<file path="config.mk">
export PLATFORM = sky130hd
export DESIGN_NAME = dual_moving_average_rssi_trigger_unit_flat
export DESIGN_NICKNAME = d
export VERILOG_FILES = /design/src/rtl/dmart_pkg.sv /design/src/rtl/dmart_ifs.sv /design/src/rtl/dmart_ram.sv /design/src/rtl/dmart_window.sv /design/src/rtl/dmart_avg.sv /design/src/rtl/dual_moving_average_rssi_trigger_unit.sv /design/src/flat_wrapper.sv
export SDC_FILE = /design/constraint.sdc
export NUM_CORES = 2
export LEC_CHECK = 0
export ABC_AREA = 1
export BUFFER_PORTS_ARGS = -buffer_cell sky130_fd_sc_hd__buf_2
export CAP_MARGIN = 20
export CORE_AREA = 4 4 333 335
export CTS_BUF_LIST = sky130_fd_sc_hd__clkbuf_8
export DETAILED_ROUTE_END_ITERATION = 12
export DIE_AREA = 0 0 337 339
export PLACE_DENSITY = 0.7
export SLEW_MARGIN = 10
export SYNTH_ARGS = -nofsm -noshare
export SYNTH_HDL_FRONTEND = slang
export SYNTH_SLANG_ARGS = --single-unit
</file>
<file path="constraint.sdc">
create_clock -name clock -period 7.4 [get_ports clock]
set_input_delay 1.11 -clock clock [delete_from_list [all_inputs] [get_ports clock]]
set_output_delay 1.11 -clock clock [all_outputs]
set_load 0.01 [all_outputs]
</file>
<file path="src/rtl/dmart_pkg.sv">
// ----------------------------------------------------------------------------
// dmart_pkg
// Shared types and constants for the short/long moving-average RSSI trigger.
// ----------------------------------------------------------------------------
`default_nettype none

package dmart_pkg;

   // Field widths
   localparam int SAMPLE_W   = 8;
   localparam int RATIO_W    = 10;
   localparam int CHAN_W     = 5;
   localparam int CSR_DATA_W = 10;
   localparam int CSR_IDX_W  = 1;

   typedef logic signed [SAMPLE_W-1:0] sample_type;
   typedef logic [RATIO_W-1:0]         ratio_type;
   typedef logic [CHAN_W-1:0]          chan_type;

   // Register indexes
   typedef enum logic [CSR_IDX_W-1:0] {
      CSR_RATIO_Q8       = 1'b0,
      CSR_TARGET_CHANNEL = 1'b1
   } csr_index_type;

   // Register reset values
   localparam ratio_type RATIO_RESET  = 10'd282;
   localparam chan_type  TARGET_RESET = 5'd17;

   // Per-window control from the top level
   typedef struct packed {
      logic push;       // an item is accepted this cycle
      logic old_valid;  // the entry being replaced has been written
   } window_ctl_type;

endpackage

`default_nettype wire

</file>
<file path="src/rtl/dmart_ifs.sv">
// ----------------------------------------------------------------------------
// dmart_req_if / dmart_rsp_if
// Valid/ready channels for sample items and trigger result items.
// ----------------------------------------------------------------------------
`default_nettype none

interface dmart_req_if;
   logic                   valid;
   logic                   ready;
   dmart_pkg::sample_type  rssi_sample;

   modport source (output valid, output rssi_sample, input ready);
   modport sink   (input valid, input rssi_sample, output ready);
endinterface

interface dmart_rsp_if;
   logic                   valid;
   logic                   ready;
   dmart_pkg::sample_type  short_avg;
   dmart_pkg::sample_type  long_avg;
   logic                   switch_now;
   dmart_pkg::chan_type    channel_out;

   modport source (output valid, output short_avg, output long_avg,
                   output switch_now, output channel_out, input ready);
   modport sink   (input valid, input short_avg, input long_avg,
                   input switch_now, input channel_out, output ready);
endinterface

`default_nettype wire

</file>
<file path="src/rtl/dmart_ram.sv">
// ----------------------------------------------------------------------------
// dmart_ram
// Generic single-write, single-read RAM with registered read data.
// ----------------------------------------------------------------------------
`default_nettype none

module dmart_ram #(
   parameter int WIDTH = 8,
   parameter int DEPTH = 100,
   localparam int ADDR_W = (DEPTH > 1) ? $clog2(DEPTH) : 1
) (
   input  wire logic              clock,
   input  wire logic              wr_en,
   input  wire logic [ADDR_W-1:0] wr_addr,
   input  wire logic [WIDTH-1:0]  wr_data,
   input  wire logic [ADDR_W-1:0] rd_addr,
   output      logic [WIDTH-1:0]  rd_data
);

   logic [WIDTH-1:0] mem_ff [DEPTH];
   logic [WIDTH-1:0] rd_data_ff;

   always_ff @(posedge clock) begin
      if (wr_en) begin
         mem_ff[wr_addr] <= wr_data;
      end
      rd_data_ff <= mem_ff[rd_addr];
   end

   assign rd_data = rd_data_ff;

endmodule

`default_nettype wire

</file>
<file path="src/rtl/dmart_window.sv">
// ----------------------------------------------------------------------------
// dmart_window
// Ring of samples in a RAM with a running sum. The entry to be replaced next
// is read ahead from the RAM, so the sum updates in the accepting cycle.
// ----------------------------------------------------------------------------
`default_nettype none

module dmart_window #(
   parameter int LEN = 20,
   localparam int SUM_W = dmart_pkg::SAMPLE_W + $clog2(LEN)
) (
   input  wire logic                      clock,
   input  wire logic                      reset,
   input  wire dmart_pkg::window_ctl_type ctl,
   input  wire dmart_pkg::sample_type     sample,
   output      logic signed [SUM_W-1:0]   sum
);

   localparam int POS_W = $clog2(LEN);

   logic [POS_W-1:0]        pos_ff, pos_in;
   logic signed [SUM_W-1:0] sum_ff, sum_in;
   dmart_pkg::sample_type   old_sample;
   logic signed [SUM_W-1:0] old_term;

   // Ring position: advance on each push, wrap at LEN
   always_comb begin
      pos_in = pos_ff;
      if (ctl.push) begin
         pos_in = (pos_ff == POS_W'(LEN - 1)) ? '0 : pos_ff + POS_W'(1);
      end
   end

   // Read address is the write position that follows any push in this cycle
   dmart_ram #(
      .WIDTH (dmart_pkg::SAMPLE_W),
      .DEPTH (LEN)
   ) u_ram (
      .clock   (clock),
      .wr_en   (ctl.push),
      .wr_addr (pos_ff),
      .wr_data (sample),
      .rd_addr (pos_in),
      .rd_data (old_sample)
   );

   // Running sum: add new sample, drop the replaced one (zero if never written)
   always_comb begin
      old_term = ctl.old_valid ? SUM_W'(old_sample) : '0;
      sum_in   = sum_ff;
      if (ctl.push) begin
         sum_in = sum_ff + SUM_W'(sample) - old_term;
      end
   end

   always_ff @(posedge clock) begin
      if (reset) begin
         pos_ff <= '0;
         sum_ff <= '0;
      end else begin
         pos_ff <= pos_in;
         sum_ff <= sum_in;
      end
   end

   assign sum = sum_ff;

endmodule

`default_nettype wire

</file>
<file path="src/rtl/dmart_avg.sv">
// ----------------------------------------------------------------------------
// dmart_avg
// Window sum divided by LEN, truncated toward zero. The magnitude is scaled
// by a reciprocal wide enough that the quotient is exact over the sum range.
// ----------------------------------------------------------------------------
`default_nettype none

module dmart_avg #(
   parameter int LEN = 20,
   localparam int SUM_W = dmart_pkg::SAMPLE_W + $clog2(LEN)
) (
   input  wire logic signed [SUM_W-1:0] sum,
   output      dmart_pkg::sample_type   avg
);

   localparam int SHIFT   = SUM_W + $clog2(LEN);
   localparam int RECIP_W = SUM_W + 1;
   localparam int PROD_W  = SUM_W + RECIP_W;
   localparam logic [RECIP_W-1:0] RECIP =
      RECIP_W'(((64'd1 << SHIFT) + 64'(LEN) - 64'd1) / 64'(LEN));

   logic                  neg;
   logic [SUM_W-1:0]      mag;
   logic [PROD_W-1:0]     prod;
   dmart_pkg::sample_type quot;

   // |sum| * ceil(2^SHIFT / LEN) >> SHIFT, then restore the sign
   always_comb begin
      neg  = sum[SUM_W-1];
      mag  = neg ? SUM_W'(-sum) : SUM_W'(sum);
      prod = PROD_W'(mag) * PROD_W'(RECIP);
      quot = prod[SHIFT + dmart_pkg::SAMPLE_W - 1:SHIFT];
      avg  = neg ? -quot : quot;
   end

endmodule

`default_nettype wire

</file>
<file path="src/rtl/dual_moving_average_rssi_trigger_unit.sv">
// ----------------------------------------------------------------------------
// dual_moving_average_rssi_trigger_unit
// Short/long moving-average crossover trigger on a stream of RSSI samples.
// ----------------------------------------------------------------------------
// One sample item is accepted per clock while the pipeline is not backed up.
// The first LONG_LEN items only fill the two windows and give no result.
// Every later item gives one result item. The window sums update at the
// accepting edge. The averages are formed by reciprocal multiplication and
// registered in the average stage; the ratio multiply and compare then load
// the result register. The windows are RAMs that read the entry to be
// replaced next ahead of the write, so every item replaces its oldest entry
// as it is accepted. A stage holds only while the one after it is full and
// cannot move on. The block keeps taking items as long as the pipeline has a
// free slot, and backs up into the input after three results wait.
// SHORT_LEN must not exceed LONG_LEN. Registers are to be written through the
// csr_ port only while no item is in flight; the block does not enforce this.
// ----------------------------------------------------------------------------
`default_nettype none

module dual_moving_average_rssi_trigger_unit #(
   parameter int SHORT_LEN = 20,
   parameter int LONG_LEN  = 100
) (
   input  wire logic                                 clock,
   input  wire logic                                 reset,
   dmart_req_if.sink                                 req_ch,
   dmart_rsp_if.source                               rsp_ch,
   input  wire logic                                 csr_we,
   input  wire logic [dmart_pkg::CSR_IDX_W-1:0]      csr_index,
   input  wire logic [dmart_pkg::CSR_DATA_W-1:0]     csr_wdata
);

   localparam int SSUM_W  = dmart_pkg::SAMPLE_W + $clog2(SHORT_LEN);
   localparam int LSUM_W  = dmart_pkg::SAMPLE_W + $clog2(LONG_LEN);
   localparam int PRIME_W = $clog2(LONG_LEN + 1);
   localparam int CMP_W   = dmart_pkg::SAMPLE_W + dmart_pkg::RATIO_W + 1;

   // Configuration registers
   dmart_pkg::ratio_type ratio_ff;
   dmart_pkg::chan_type  target_ff;

   always_ff @(posedge clock) begin
      if (reset) begin
         ratio_ff  <= dmart_pkg::RATIO_RESET;
         target_ff <= dmart_pkg::TARGET_RESET;
      end else if (csr_we) begin
         unique case (dmart_pkg::csr_index_type'(csr_index))
            dmart_pkg::CSR_RATIO_Q8:
               ratio_ff <= csr_wdata[dmart_pkg::RATIO_W-1:0];
            dmart_pkg::CSR_TARGET_CHANNEL:
               target_ff <= csr_wdata[dmart_pkg::CHAN_W-1:0];
            default: ;
         endcase
      end
   end

   // Pipeline flow control
   logic v1_ff, v1_in, v2_ff, v2_in, v3_ff, v3_in;
   logic en1, en2, en3, accept, primed;
   logic [PRIME_W-1:0] prime_ff, prime_in;

   always_comb begin
      en3    = !v3_ff || rsp_ch.ready;
      en2    = !v2_ff || en3;
      en1    = !v1_ff || en2;
      accept = req_ch.valid && en1;
      primed = (prime_ff == PRIME_W'(LONG_LEN));
      v1_in  = en1 ? (accept && primed) : v1_ff;
      v2_in  = en2 ? v1_ff : v2_ff;
      v3_in  = en3 ? v2_ff : v3_ff;
      prime_in = (accept && !primed) ? prime_ff + PRIME_W'(1) : prime_ff;
   end

   assign req_ch.ready = en1;

   always_ff @(posedge clock) begin
      if (reset) begin
         v1_ff    <= 1'b0;
         v2_ff    <= 1'b0;
         v3_ff    <= 1'b0;
         prime_ff <= '0;
      end else begin
         v1_ff    <= v1_in;
         v2_ff    <= v2_in;
         v3_ff    <= v3_in;
         prime_ff <= prime_in;
      end
   end

   // Windows: entries count as written once the fill count has passed them
   dmart_pkg::window_ctl_type short_ctl, long_ctl;
   logic signed [SSUM_W-1:0]  short_sum;
   logic signed [LSUM_W-1:0]  long_sum;

   always_comb begin
      short_ctl.push      = accept;
      short_ctl.old_valid = (prime_ff >= PRIME_W'(SHORT_LEN));
      long_ctl.push       = accept;
      long_ctl.old_valid  = primed;
   end

   dmart_window #(.LEN (SHORT_LEN)) u_short_win (
      .clock  (clock),
      .reset  (reset),
      .ctl    (short_ctl),
      .sample (req_ch.rssi_sample),
      .sum    (short_sum)
   );

   dmart_window #(.LEN (LONG_LEN)) u_long_win (
      .clock  (clock),
      .reset  (reset),
      .ctl    (long_ctl),
      .sample (req_ch.rssi_sample),
      .sum    (long_sum)
   );

   // Average stage
   dmart_pkg::sample_type short_avg_c, long_avg_c;
   dmart_pkg::sample_type short_avg_ff, long_avg_ff;

   dmart_avg #(.LEN (SHORT_LEN)) u_short_avg (
      .sum (short_sum),
      .avg (short_avg_c)
   );

   dmart_avg #(.LEN (LONG_LEN)) u_long_avg (
      .sum (long_sum),
      .avg (long_avg_c)
   );

   always_ff @(posedge clock) begin
      if (en2 && v1_ff) begin
         short_avg_ff <= short_avg_c;
         long_avg_ff  <= long_avg_c;
      end
   end

   // Compare stage: short_avg * ratio against long_avg * 256
   logic signed [CMP_W-1:0] short_scaled, long_scaled;
   logic                    switch_c;

   always_comb begin
      short_scaled = CMP_W'(short_avg_ff) * CMP_W'($signed({1'b0, ratio_ff}));
      long_scaled  = CMP_W'(long_avg_ff) <<< 8;
      switch_c     = (short_scaled > long_scaled);
   end

   // Result register
   dmart_pkg::sample_type rsp_short_ff, rsp_long_ff;
   logic                  rsp_switch_ff;
   dmart_pkg::chan_type   rsp_chan_ff;

   always_ff @(posedge clock) begin
      if (en3 && v2_ff) begin
         rsp_short_ff  <= short_avg_ff;
         rsp_long_ff   <= long_avg_ff;
         rsp_switch_ff <= switch_c;
         rsp_chan_ff   <= target_ff;
      end
   end

   assign rsp_ch.valid       = v3_ff;
   assign rsp_ch.short_avg   = rsp_short_ff;
   assign rsp_ch.long_avg    = rsp_long_ff;
   assign rsp_ch.switch_now  = rsp_switch_ff;
   assign rsp_ch.channel_out = rsp_chan_ff;

`ifndef ASSERT_OFF
   // No result may be in flight before the windows are full
   a_no_result_while_priming: assert property (@(posedge clock) disable iff (reset)
      (v1_ff || v2_ff || v3_ff) |-> primed)
      else $error("result in flight during priming");

   // A priming item never enters the result pipeline
   a_priming_item_dropped: assert property (@(posedge clock) disable iff (reset)
      (accept && !primed) |=> !v1_ff)
      else $error("priming item produced a result");

   // An item taken after priming always occupies the sum stage
   a_primed_item_tracked: assert property (@(posedge clock) disable iff (reset)
      (accept && primed) |=> v1_ff)
      else $error("primed item lost");

   // The fill count never runs past the long window length
   a_prime_bound: assert property (@(posedge clock) disable iff (reset)
      prime_ff <= PRIME_W'(LONG_LEN))
      else $error("fill count overrun");
`endif

endmodule

`default_nettype wire

</file>
<file path="src/flat_wrapper.sv">
// flat-port wrapper written by rule: the top's interface ports become plain ports
module dual_moving_average_rssi_trigger_unit_flat 
#(
   parameter int SHORT_LEN = 20,
   parameter int LONG_LEN  = 100
)
  (clock, reset, csr_we, csr_index, csr_wdata, req_ch_valid, req_ch_rssi_sample, req_ch_ready, rsp_ch_valid, rsp_ch_short_avg, rsp_ch_long_avg, rsp_ch_switch_now, rsp_ch_channel_out, rsp_ch_ready);
  dmart_req_if req_ch_i ();
  dmart_rsp_if rsp_ch_i ();
  input  wire logic clock;
  input  wire logic reset;
  input  wire logic csr_we;
  input  wire logic [dmart_pkg::CSR_IDX_W-1:0] csr_index;
  input  wire logic [dmart_pkg::CSR_DATA_W-1:0] csr_wdata;
  input wire logic [$bits(req_ch_i.valid)-1:0] req_ch_valid;
  input wire logic [$bits(req_ch_i.rssi_sample)-1:0] req_ch_rssi_sample;
  output wire logic [$bits(req_ch_i.ready)-1:0] req_ch_ready;
  output wire logic [$bits(rsp_ch_i.valid)-1:0] rsp_ch_valid;
  output wire logic [$bits(rsp_ch_i.short_avg)-1:0] rsp_ch_short_avg;
  output wire logic [$bits(rsp_ch_i.long_avg)-1:0] rsp_ch_long_avg;
  output wire logic [$bits(rsp_ch_i.switch_now)-1:0] rsp_ch_switch_now;
  output wire logic [$bits(rsp_ch_i.channel_out)-1:0] rsp_ch_channel_out;
  input wire logic [$bits(rsp_ch_i.ready)-1:0] rsp_ch_ready;
  assign req_ch_i.valid = req_ch_valid;
  assign req_ch_i.rssi_sample = req_ch_rssi_sample;
  assign req_ch_ready = req_ch_i.ready;
  assign rsp_ch_valid = rsp_ch_i.valid;
  assign rsp_ch_short_avg = rsp_ch_i.short_avg;
  assign rsp_ch_long_avg = rsp_ch_i.long_avg;
  assign rsp_ch_switch_now = rsp_ch_i.switch_now;
  assign rsp_ch_channel_out = rsp_ch_i.channel_out;
  assign rsp_ch_i.ready = rsp_ch_ready;
  dual_moving_average_rssi_trigger_unit #(.SHORT_LEN(SHORT_LEN), .LONG_LEN(LONG_LEN)) u_core (.clock(clock), .reset(reset), .req_ch(req_ch_i), .rsp_ch(rsp_ch_i), .csr_we(csr_we), .csr_index(csr_index), .csr_wdata(csr_wdata));
endmodule
</file>
* Word level (Yosys, flattened, before mapping) *
Memory sizes are Yosys's and may differ from the RTL's. A register that Yosys moved wholly into a read port is not among the register bits.
Cells that the tools add are included.
Widths: inputs -> output; s select.

storage, ports and cells
  register bits = 103
  bits in latches = 0
  RAM bits = 960
  ROM bits = 0
  output and inout port bits = 24
  logic and storage cells = 64
  memories kept = 2

cells by class
  add/sub/neg operators = 11
  multipliers = 3
  divide/modulo/power cells = 0
  order comparisons = 2
  equal/unequal tests = 3
  shift-type cells = 0
  mux-type cells = 12
  bitwise gates (word level) = 1
  reductions and logical operators = 14

memories
  memory                           words  width  rd ports  clocked after Yosys merged registers in  wr ports  RTL line         source
  u_core.u_long_win.u_ram.mem_ff   100    8      1         1                                        1         dmart_ram.sv:20  logic [WIDTH-1:0] mem_ff [DEPTH];
  u_core.u_short_win.u_ram.mem_ff  20     8      1         1                                        1         dmart_ram.sv:20

operators with widths
  kind                    number
  $mux 15                 2
  $mul 15x13->27 const B  1
  $mux 13                 2
  $mul 13x12->24 const B  1
  $gt 19x16->1            1
  $mul 8x11->19           1
  $mux 8                  2
  $neg 8->8               2
  $add 15x8->15           1
  $neg 15->15             1
  $sub 15x15->15          1
  $add 7x1->7 const B     2
  $eq 7x7->1 const B      2
  $mux 7                  2
  $add 13x8->13           1
  $neg 13->13             1
  $sub 13x13->13          1
  $mux 5                  2
  $ge 7x5->1 const B      1
  $add 5x1->5 const B     1
  $eq 5x5->1 const B      1
  $logic_and 1x1->1       5
  $logic_not 1->1         4
  $reduce_and 2->1        2
  other kinds (3)         6

* Longest topological paths before layout *
  depth in word-level cells = 7
  depth in mapped cells = 35
  depth with buffers taken out = 35

* Cells and area by module *
Synthesis repeated with hierarchy kept, for this count alone.

unflattened totals
  cells, all modules = 5992
  area total of the unflattened synthesis = 58209.6 um^2

by module, submodules not included
  module                                 times used  cells an instance  area each (um^2)  sequential area each (um^2)
  dmart_ram at u_core.u_long_win.u_ram   1           2867               33273.2           24183.2
  dmart_ram at u_core.u_short_win.u_ram  1           565                6734.0            4964.8
  dual_moving_average_rssi_trigger_unit  1           713                5599.1            1641.6
  dmart_avg at u_core.u_long_avg         1           663                4778.3            0.0
  dmart_avg at u_core.u_short_avg        1           489                3534.6            0.0
  dmart_window at u_core.u_long_win      1           382                2321.0            440.4
  dmart_window at u_core.u_short_win     1           313                1969.4            360.3

* Worst setup path before layout *
Ideal clock, no wire load.

  path kind = reg-to-reg
  start point = register u_core.u_long_win.sum_ff[0] (netlist: u_core.u_long_win.sum[0])
  end point = register u_core.long_avg_ff[4], data pin
  library setup time = 258 ps
  arrival = 5689 ps
  data required time = 7142 ps
  slack = 1453 ps
  stages on the path, launching flop included = 28
  clock period less this slack = 5947 ps
  cell sequence = dfxtp_1 > nor3_1 > inv_1 > nor3_1 > inv_1 > o31ai_1 > nand2_1 > a21oi_1 > xor2_1 > inv_1 > ha_1 > fa_1 > fa_1 > fa_1 > inv_1 > fa_1 > inv_1 > ha_1 > a21oi_1 > a21boi_0 > nor2_1 > nor2_1 > nand3_1 > nand2_1 > inv_1 > ha_1 > a31oi_1 > xnor2_1

between the ends
  longest elaborated chain between the ends = 5

RTL lines
  item                            RTL line                                      source
  start, declared                 dmart_window.sv:22                            logic signed [SUM_W-1:0] sum_ff, sum_in;
  start signal, assigned          dmart_window.sv:62                            sum_ff <= sum_in;
  $neg 15->15                     dmart_avg.sv:30                               mag = neg ? SUM_W'(-sum) : SUM_W'(sum);
  $mux 15 *                       dmart_avg.sv:30
  $mul 15x13->27 *                dmart_avg.sv:31                               prod = PROD_W'(mag) * PROD_W'(RECIP);
  $neg 8->8                       dmart_avg.sv:33                               avg = neg ? -quot : quot;
  $mux 8 *                        dmart_avg.sv:33
  named net u_core.long_avg_c[4]  dual_moving_average_rssi_trigger_unit.sv:119  dmart_pkg::sample_type short_avg_c, long_avg_c;
  end signal, assigned            dual_moving_average_rssi_trigger_unit.sv:135  long_avg_ff <= long_avg_c;
  end, declared                   dual_moving_average_rssi_trigger_unit.sv:120  dmart_pkg::sample_type short_avg_ff, long_avg_ff;

The timed path passes the listed nets; every way through them passes the cells marked *.
A chain may end at the register's enable or synchronous reset.

* Worst setup path in the final report *
  start point = register u_core.u_long_win.sum_ff[0] (netlist: u_core.u_long_win.sum[0])
  end point = register u_core.long_avg_ff[6], data pin

Same word-level chain as after synthesis.

==> results.ini <==
[sta]
fin_worst_skew_ps=53.9
fin_crit_sh=0.873
drv_slew=0
fmax_ghz=0.155
finalCriticalPeriod_ps=6460
fin_tns_setup_ps=0
fin_ws_ps=938
rsz0062_at_grt=no
max_slew_margin=0.113
worstMarginPinSlew_ps=1330
hold_violations=0
report.final.setup_viol=0

[logic_synthesis]
synth_area_sq_mm=0.0589
avgSynthCellArea_sq_um=9.79
async_reset_ff_frac=0
yosysWarnings=0
synthFlopType=edfxtp_1
yosysTopAreaCellShare=0.509
yosysTopAreaCell=edfxtp_1
syn_inst=6021
synth-seq-cells=1079
synthDistinctLibCells=52
synth_edf_count=998
seq_area_frac_synth=0.536
synth_fp_nets=6510
synthTopCellsByArea=edfxtp_1 51%, nand3_1 7.7%, inv_1 7.7%, nand2_1 6.5%, fa_1 6.2%

[worst_hold_path]
min_path_type=register to register
worstHoldStart=u_core.target_ff[2]

[worst_setup_path]
crit_required_ps=7980
critPathCapture=u_core.long_avg_ff[6]
r2r_end=u_core.long_avg_ff[6]
critPathLaunchType=register
crit_fanout=6
r2r_start=u_core.u_long_win.sum[0]
reg2reg_slack_ps=940
cp-startpoint=u_core.u_long_win.sum[0]
slowest_delay_ps=520
cp.arrival_ps=7050
cp_common_cell=nand2_1
end_kind=register
worst_path_max_delay_cell=fa_1
rr_worst_depth=32
critical_path_class=register to register

[floorplan]
die_y_um=339
io_pins=48
start_util=0.545
die_x_um=337
num_rows=121
core_sq_mm=0.108
dieArea_sq_mm=0.114

[pwr]
peakVddDrop_mv=0.875
p_per_area_mw_per_mm2=457
switchingPower_mw=13.4
p_comb_frac=0.593
p_int_mw=15.6
p_clk_frac=0.165
sw_frac_of_total=0.461
p_leak_nw=28.1
p_seq_frac=0.242

[detailed_routing]
routed-via-count=41317
postRouteAntennaNets=0
vias_per_cell=5.44
drt_drc_violations_left=0
wire_per_inst_um=18.9
drtIter0Drc=3790
finalWirelength_um=144000
dr.pass1.iters=6

[global_route]
antenna_found_initial=4
grt_pass1_wl_um=226000
grt_max_degree=203
grt_remaining_overflow=0
grt_pass1_vias=40504
grt_use_total=0.252

[clock_tree]
cts_tree=built
cts_made_buffers=174
clk_latency_ps=880
cts_hold_buf=0
clk_pin_slew_ps=60
clock_sinks=1079
post_cts_resized=0
cts_buffer_depth=3
htree_levels=4
ctsRootBufferMaster=clkbuf_8
cts_setup_buffers=0

[final_layout]
layout_common_cells=1268 x inv_1, 1019 x nand2_1, 998 x edfxtp_1, 912 x nand3_1, 343 x nor2_1
area_delta_synth_final_pct=7.77
final_nets=6536
final_common_cell=inv_1
layout-drive-gt1-share=0.0604

[flow_run]
max_cap_violations=0

[placement]
dp_slack_ps=988
hpwl_um=91200
place_congestion=0.915
io_buffer_count=47

[run_status]
outcome=completed

-- power groups by stage --
stage	logic [mW]	registers [mW]	clock network (mW)
global placement	16.9	7.15	0
global route	20.0	7.03	5.15
CTS	17.2	7.03	4.87
finish	17.2	7.03	4.80
floorplan	13.1	7.12	0
detailed placement	17.1	7.15	0
-- Yosys cell counts, types with 21 or more instances --
cell	count
inv_1	1212
nand2_1	1021
edfxtp_1	998
nand3_1	912
nor2_1	343
ha_1	283
fa_1	182
o21ai_0	163
a21oi_1	143
nand3b_1	129
buf_2	116
clkbuf_1	85
dfxtp_1	81
xor2_1	55
o211ai_1	36
buf_4	30
buf_1	28
nand4_1	23
nor3_1	23
xnor2_1	21
-- sequential cells by signal, indices dropped and copies added (netlist names), 7 cells and up --
| signal | flops |
|---|---|
| u_core.u_long_win.u_ram.mem_ff | 800 |
| u_core.u_short_win.u_ram.mem_ff | 160 |
| u_core.u_long_win.sum | 15 |
| u_core.u_short_win.sum | 13 |
| u_core.ratio_ff | 10 |
| u_core.long_avg_ff | 8 |
| u_core.rsp_ch.long_avg | 8 |
| u_core.rsp_ch.short_avg | 8 |
| u_core.short_avg_ff | 8 |
| u_core.u_long_win.u_ram.rd_data | 8 |
| u_core.u_short_win.u_ram.rd_data | 8 |
| u_core.prime_ff | 7 |
| u_core.u_long_win.pos_ff | 7 |
-- kinds of logic (layout without fill, tap and decap cells) --
group	count (synthesis)	count (layout)	share of synthesized area
adders and majority gates	465	465	0.122
xor gates and xnor gates	78	78	0.0118
and+or+nand+nor	2484	2484	0.190
AOI/OAI and AO/OA	429	429	0.0408
DFF	1079	1079	0.536
buffers and inverters	1486	1640	0.0996
other	0	4	0
-- worst min path at each step --
| stage | depth (start not counted) | end | slack (ps) |
|---|---|---|---|
| final | 0 | u_core.rsp_ch.channel_out[2] | 430 |
| after global routing | 0 | u_core.rsp_ch.channel_out[2] | 450 |
| after CTS | 0 | u_core.rsp_ch.channel_out[4] | 440 |
| after detailed placement | 0 | u_core.rsp_ch.channel_out[4] | 420 |
| after global placement | 0 | u_core.rsp_ch.channel_out[3] | 420 |
| after floorplan | 0 | u_core.rsp_ch.channel_out[0] | 410 |
-- layer usage --
metal  GRT usage  wire length [um]  vias to the layer above
met5           0               184                        -
met4      0.0886              4500                        4
met3      0.0380             10100                      295
met2       0.425             69800                     1510
met1       0.333             59300                    19754
li1            -                 -                    19754
-- cell type report --
cell class                 count  area [sq um]
sequential                  1079         31600
timing repair buffer         113           808
fill                        9084         44600
tap                         1414          1770
multi-input combinational   3456         21600
inverter                    1223          4600
antenna                        4          10.0
clock inverter               124           693
clock buffer                 180          2480
-- critical path, delay by kind of cell (launching register included) --
family / cells / cell delay [ps]
AOI/OAI and AO/OA: 4 / 1050
xor gates and xnor gates: 1 / 160
adders and majority gates: 6 / 2530
buffers and inverters: 7 / 580
DFF: 1 / 380
and+or+nand+nor: 14 / 1500
-- stage by stage --
| step | utilization | cells | instance area [sq um] | hold WS (ps) | total power [mW] |
|---|---|---|---|---|---|
| after floorplan | - | 6021 | 58900 | 409 | 20.2 |
| after global placement | 0.558 | 7282 | 60300 | 415 | 24.1 |
| after CTS | 0.587 | 7586 | 63500 | 435 | 29.1 |
| after detailed placement | 0.558 | 7282 | 60300 | 419 | 24.2 |
| after global routing | 0.587 | 7591 | 63500 | 452 | 32.1 |
| final | 0.588 | 7593 | 63500 | 433 | 29.0 |
Power figures use the tool's default switching activity.
